File: config.mk
export PLATFORM = sky130hd
export DESIGN_NAME = wpt_ram
export DESIGN_NICKNAME = d
export VERILOG_FILES = /design/src/sv/wpt_ram.sv
export SDC_FILE = /design/constraint.sdc
export NUM_CORES = 1
export LEC_CHECK = 0
export BUFFER_PORTS_ARGS = -buffer_cell sky130_fd_sc_hd__buf_2
export CAP_MARGIN = 20
export CORE_MARGIN = 5
export CORE_UTILIZATION = 45
export CTS_BUF_LIST = sky130_fd_sc_hd__clkbuf_2
export CTS_CLUSTER_DIAMETER = 30
export CTS_CLUSTER_SIZE = 12
export DETAILED_ROUTE_END_ITERATION = 6
export PLACE_DENSITY = 0.62
export SYNTH_ARGS = -nofsm -noshare
export SYNTH_HDL_FRONTEND = slang
export SYNTH_SLANG_ARGS = --single-unit
File: constraint.sdc
create_clock -name clk -period 3.6 [get_ports clk]
set_input_delay 0.18 -clock clk [delete_from_list [all_inputs] [get_ports clk]]
set_output_delay 0.18 -clock clk [all_outputs]
set_load 0.02 [all_outputs]
File: src/sv/wpt_ram.sv
module wpt_ram #(
	parameter int WIDTH = 8,
	parameter int DEPTH = 16
) (
	input  logic                     clk,
	input  logic                     we,
	input  logic [$clog2(DEPTH)-1:0] waddr,
	input  logic [WIDTH-1:0]         wdata,
	input  logic [$clog2(DEPTH)-1:0] raddr,
	output logic [WIDTH-1:0]         rdata
);

	logic [WIDTH-1:0] mem [DEPTH];

	always_ff @(posedge clk) begin
		if (we) begin
			mem[waddr] <= wdata;
		end
		rdata <= mem[raddr];
	end

endmodule

==> run summary, run 1 <==
Comb pwr share -> 6.1%
Switch Pwr -> 652.7 uW
NumNets Final -> 296
CTS clock-pin slew for the worst setup and hold paths -> 0.19 ns
Row count -> 39
Die X-Extent -> 117.0 um
CTS H-tree depth -> 4
Highest-count cells in the layout ignoring fill and taps -> edfxtp_1, buf_2, clkbuf_2
Top-level port count -> 26
Root Buffer -> clkbuf_2
Worst path required time -> 3.89 ns
Total Routed Length -> 9941 um
Slew HR -> 33.23%
CTS tree -> built
Layout cells sized above 1 -> 28.18%
Critical Path Most Common Cell -> dlygate4sd3_1
Yosys warns -> 0
Num CTS Buffers -> 17
Drt first pass iters -> 5
Area growth syn-to-layout -> 11.86%
Avg Synthesized Cell Area -> 22.48 um^2
Crit path launch type -> input port
Sequential fraction of the synthesis area -> 77.78%
Largest stage delay, worst path -> 0.92 ns
Dpl cell area -> 5408 um^2
Routed Antenna Nets -> 0
Slowest CP cell -> dlygate4sd3_1
CP max FO -> 8
#FFs+latches synth -> 136
DRC Markers -> 0
Worst Max-Slew Pin Slew -> 0.9978 ns
Worst Hold Margin -> 0.1113 ns
Worst skew pair latency -> 0.65 ns
Pre-CTS setup slack -> 1.540 ns
Seq pwr share -> 61.8%
Top cells by area, synth -> edfxtp_1, mux4_2, mux4_1
CTS Sinks -> 136
Largest net degree at the start of global routing -> 33
Vias in the first global route -> 2,495
Period minus WS final -> 1.669 ns
Initial Util -> 45.47%
Gr usage total -> 16.09%
Antenna violations before repair -> 0
Max_cap viols -> 0
Commonest non-fill, non-tap cell in the layout -> edfxtp_1
PortBufs -> 25
Top cell type by total area after synthesis -> edfxtp_1
Hold Violations, Final -> 0
First-pass GRT wire length -> 15,190 um
Status -> complete, no violations
Die height -> 117.0 um
Maximum root-to-sink buffer count -> 2
Worst clock skew -> 0.02010 ns
N_diodes -> 0
Core Area -> 11,320 um^2
Setup violations, final -> 0
Clk pwr share -> 32.1%
Setup tns final -> 0 ns
Via density -> 5.505
Slew Viols, Final -> 0
Initial DRC Count -> 155
Peak Freq -> 599.3 MHz
Routed wire per std cell -> 22.91 um
Max VDD drop -> 0.0003186 V
Gate count after technology mapping -> 229
Area fraction of the dominant cell type after synthesis -> 74.67%
GRT Residual Overflow -> 0
Period Utilization, post-route -> 46.35%
Sw frac -> 22.67%
Pwr dens -> 500.1 nW/um^2
CP Capture Type -> register
Cell breakdown of the critical path -> dlygate4sd3_1 -> buf_2 -> nor3_2 -> dlygate4sd3_1
Netlist Area Pre-Place -> 5147 um^2
RSZ-0062 raised after global routing -> no
Hold Path Class -> in -> reg
Final Cell Area -> 5758 um^2
Slack of the critical path -> 1.931 ns
Cell variety after synth -> 19
Internal power -> 2.227 mW
Post-DP HPWL -> 6026 um
Worst EP arrival -> 1.96 ns
Die footprint -> 13,680 um^2
Worst setup path category -> in -> reg
GPL Wtd Cong -> 0.7185
Syn_nets -> 247
Static leakage -> 1.915 nW
Via count -> 2,389
[path summary, 6_finish.rpt]
kind,to,start,slack [ns],cells after the start
hold / removal,mem[0][2]$_DFFE_PP_,waddr[1],0.11,3
hold reg to reg,rdata[1]$_DFF_P_,mem[8][1]$_DFFE_PP_,0.71,3
setup reg to reg,rdata[7]$_DFF_P_,mem[3][7]$_DFFE_PP_,2.22,3
setup / recovery,mem[4][4]$_DFFE_PP_,waddr[0],1.93,4
[cell type report]
| class | count | area [um^2] |
|---|---|---|
| repair buffers | 40 | 262.8 |
| clock inverters | 13 | 155.1 |
| multi-input cells | 83 | 1062 |
| clock buffers | 19 | 95.09 |
| fillers | 912 | 5563 |
| well taps | 143 | 178.9 |
| flip-flops and latches | 136 | 4004 |
[metrics by stage]
| step | std cells | utilization [%] | power, mW |
|---|---|---|---|
| floorplan | 229 | - | 1.914 |
| global placement | 392 | 47.77 | 1.980 |
| detailed placement | 392 | 47.77 | 1.986 |
| CTS | 434 | 50.86 | 2.916 |
| global route | 434 | 50.86 | 3.004 |
| finish | 434 | 50.86 | 2.880 |
[kinds of logic after synthesis]
group | Yosys count | share of synthesized area, %
AND/OR/NAND/NOR | 35 | 3.184
multiplexers | 32 | 15.02
AO/OA/AOI/OAI | 16 | 2.334
buffers and inverters | 10 | 1.677
flip-flops | 136 | 77.78
[worst max-delay path, delay by kind of cell]
kind                   cells  cell delay [ns]
buffers and inverters      3             1.61
AND/OR/NAND/NOR            1             0.17
[synth_stat cells (all sizes together)]
master and count:
a22oi 16, and2 1, and2b 1, buf 7
clkdlybuf4s25 3, dfxtp 8, edfxtp 128, mux4 32
nand2 9, nand2b 2, nand3 1, nand3b 2
nor2 13, nor2b 1, nor3 4, or3b 1
[power groups by stage]
stage               clock (mW)  combinational (mW)  sequential, mW
floorplan                    0              0.0899            1.82
global placement             0               0.167            1.81
detailed placement           0               0.172            1.81
CTS                      0.957               0.180            1.78
global route              1.03               0.192            1.78
finish                   0.925               0.176            1.78
[routing by layer]
metal  share of wire, %  GRT usage (%)
met3                4.3          4.781
met5                  0              0
met2                 47          24.38
met4               0.55          4.587
met1                 48          22.97
[flip-flops by register name, summed over array words and instances, names as in the netlist]
register / cells
mem: 128
rdata: 8
[timing repair]
item                                   CTS  global route
hold buffers                            10             0
buffers inserted                         0             0
endpoints found under the hold margin  136             0
resized for setup                        0             0
Note: power is estimated with default switching activity, not from simulation.
==> inputs of run 2 (changes only) <==
clock period = 1.7 ns   (was 3.6 ns; I/O delays follow)
==> run summary, run 2 (same netlist as run 1, synthesis figures left out) <==
Status -> complete, no violations
Via density -> 5.444 (-1.1%)
Dpl cell area -> 5583 um^2 (+3.2%)
Top-level port count -> 26 (unchanged)
Initial Util -> 45.47% (unchanged)
Worst EP arrival -> 1.97 ns (about the same)
Via count -> 2,515 (+5.3%)
CTS Sinks -> 136 (unchanged)
Fillcell total -> 901 (-1.2%)
Largest net degree at the start of global routing -> 17 (-48%)
Vias in the first global route -> 2,711 (+8.7%)
Hold Violations, Final -> 0 (unchanged)
Gr usage total -> 16.58% (+0.49 points)
Peak Freq -> 699.4 MHz
Root Buffer -> clkbuf_2
CTS tree -> built
WP buf/inv -> 3 (unchanged)
Die X-Extent -> 117.0 um (unchanged)
Biggest regs -> mem: 128 flops, rdata: 8 flops
Setup violations, final -> 0 (unchanged)
Pwr dens -> 1052 nW/um^2 (+110%)
Final Cell Area -> 6077 um^2 (+5.5%)
Core Area -> 11,320 um^2 (unchanged)
Routed wire per std cell -> 21.91 um (-4.4%)
Crit path launch type -> input port
Max reg flops -> 128 (unchanged)
Slowest CP cell -> mux4_1
Cell family with most CP delay -> buffers and inverters
Period minus WS final -> 1.430 ns
GRT Residual Overflow -> 0 (unchanged)
Biggest register -> mem
CTS clock-pin slew for the worst setup and hold paths -> 0.21 ns (+0.02 ns)
Period Utilization, post-route -> 84.10%
Internal reg-to-reg setup slack -> 0.34 ns (-1.88 ns)
Worst Max-Slew Pin Slew -> 0.3985 ns (-0.5993 ns)
Worst setup path category -> in -> reg
CTS H-tree depth -> 4 (unchanged)
Worst path required time -> 2.24 ns (-1.65 ns)
Static leakage -> 2.092 nW (+9.2%)
NumNets Final -> 325 (+9.8%)
Total Routed Length -> 10,120 um (+1.8%)
Max_cap viols -> 0 (unchanged)
Drt first pass iters -> 7 (+2)
Cell breakdown of the critical path -> dlygate4sd3_1 -> buf_2 -> buf_12 -> mux4_1 -> a22oi_1 -> nand2_1
GPL Wtd Cong -> 0.7695 (+7.1%)
Worst clock skew -> 0.02202 ns (+0.001920 ns)
Die footprint -> 13,680 um^2 (unchanged)
First-pass GRT wire length -> 15,700 um (+3.3%)
Routed Antenna Nets -> 0 (unchanged)
Hold Path Class -> in -> reg
Setup tns final -> 0 ns (unchanged)
Largest stage delay, worst path -> 0.57 ns (-0.35 ns)
CP Capture Type -> register
DRC Markers -> 0 (unchanged)
CP max FO -> 14 (+6)
RSZ-0062 raised after global routing -> no
Slew Viols, Final -> 0 (unchanged)
Row count -> 39 (unchanged)
Initial DRC Count -> 181 (+17%)
Slack of the critical path -> 0.2703 ns (-1.661 ns)
Maximum root-to-sink buffer count -> 2 (unchanged)
Antenna violations before repair -> 0 (unchanged)
Post-DP HPWL -> 6524 um (+8.3%)
N_diodes -> 0 (unchanged)
Commonest non-fill, non-tap cell in the layout -> edfxtp_1
Area growth syn-to-layout -> 18.06%
Layout cells sized above 1 -> 30.72% (+2.5 points)
Worst skew pair latency -> 0.63 ns (-0.02 ns)
Num CTS Buffers -> 17 (unchanged)
Slew HR -> 73.43% (+40 points)
PortBufs -> 25 (unchanged)
Pre-CTS setup slack -> 0.1381 ns (-1.402 ns)
Die height -> 117.0 um (unchanged)
Max VDD drop -> 0.0008378 V (+160%)
Highest-count cells in the layout ignoring fill and taps -> edfxtp_1, buf_2, buf_4
-- run 2: cell type report --
cell class	count	area [um^2]	share of cell area, %
sequential	136	4004	65.88
multi-input combinational	83	1057	17.40
timing repair buffer	69	543.0	8.936
clock inverter	13	203.9	3.356
tap	143	178.9	2.944
clock buffer	18	90.09	1.482
-- run 2: path summary, 6_finish.rpt --
kind                                           from             endpoint  cells past startpoint
worst max-delay path                       raddr[0]     rdata[3]$_DFF_P_                      6
worst min-delay path                       waddr[2]  mem[7][6]$_DFFE_PP_                      4
worst max register to register  mem[2][3]$_DFFE_PP_     rdata[3]$_DFF_P_                      3
worst min register to register  mem[8][4]$_DFFE_PP_     rdata[4]$_DFF_P_                      3
-- run 2: per-stage QoR --
stage	utilization, %	std cells	power [mW]	hold WS, ns
detailed placement	49.31	411	4.235	0.4847
CTS	53.50	460	6.470	0.008950
finish	53.68	462	6.394	0.09968
floorplan	-	229	4.052	0.1839
global placement	49.31	411	4.226	0.4764
global route	53.68	462	6.657	0.009107
-- run 2: power by group --
group          total, mW  switching [mW]  internal [mW]
clock network       2.21            1.10           1.11
logic              0.416           0.227          0.190
registers           3.77          0.0230           3.74
-- run 2: layer usage --
layer  track usage [%]  vias up  part of all wire [%]  wire (um)
met2             25.33       83                    49       4981
met1             23.32     1298                    44       4439
met4             5.505        0                  0.52         53
li1                  -     1130                     -          -
met3             4.627        4                   6.4        648
met5                 0        -                     0          0
-- run 2: tightest hold or removal path: stages --
cell and delay (ns):
buf_2 0.11, nand3b_1 0.14, nor2_1 0.06, buf_4 0.19
-- run 2: timing repair --
item	4_1_cts	5_1_grt
hold endpoints to repair	173	2
setup endpoints to repair	0	0
hold buffers	18	2
buffers inserted	0	0
gates resized for setup	0	0
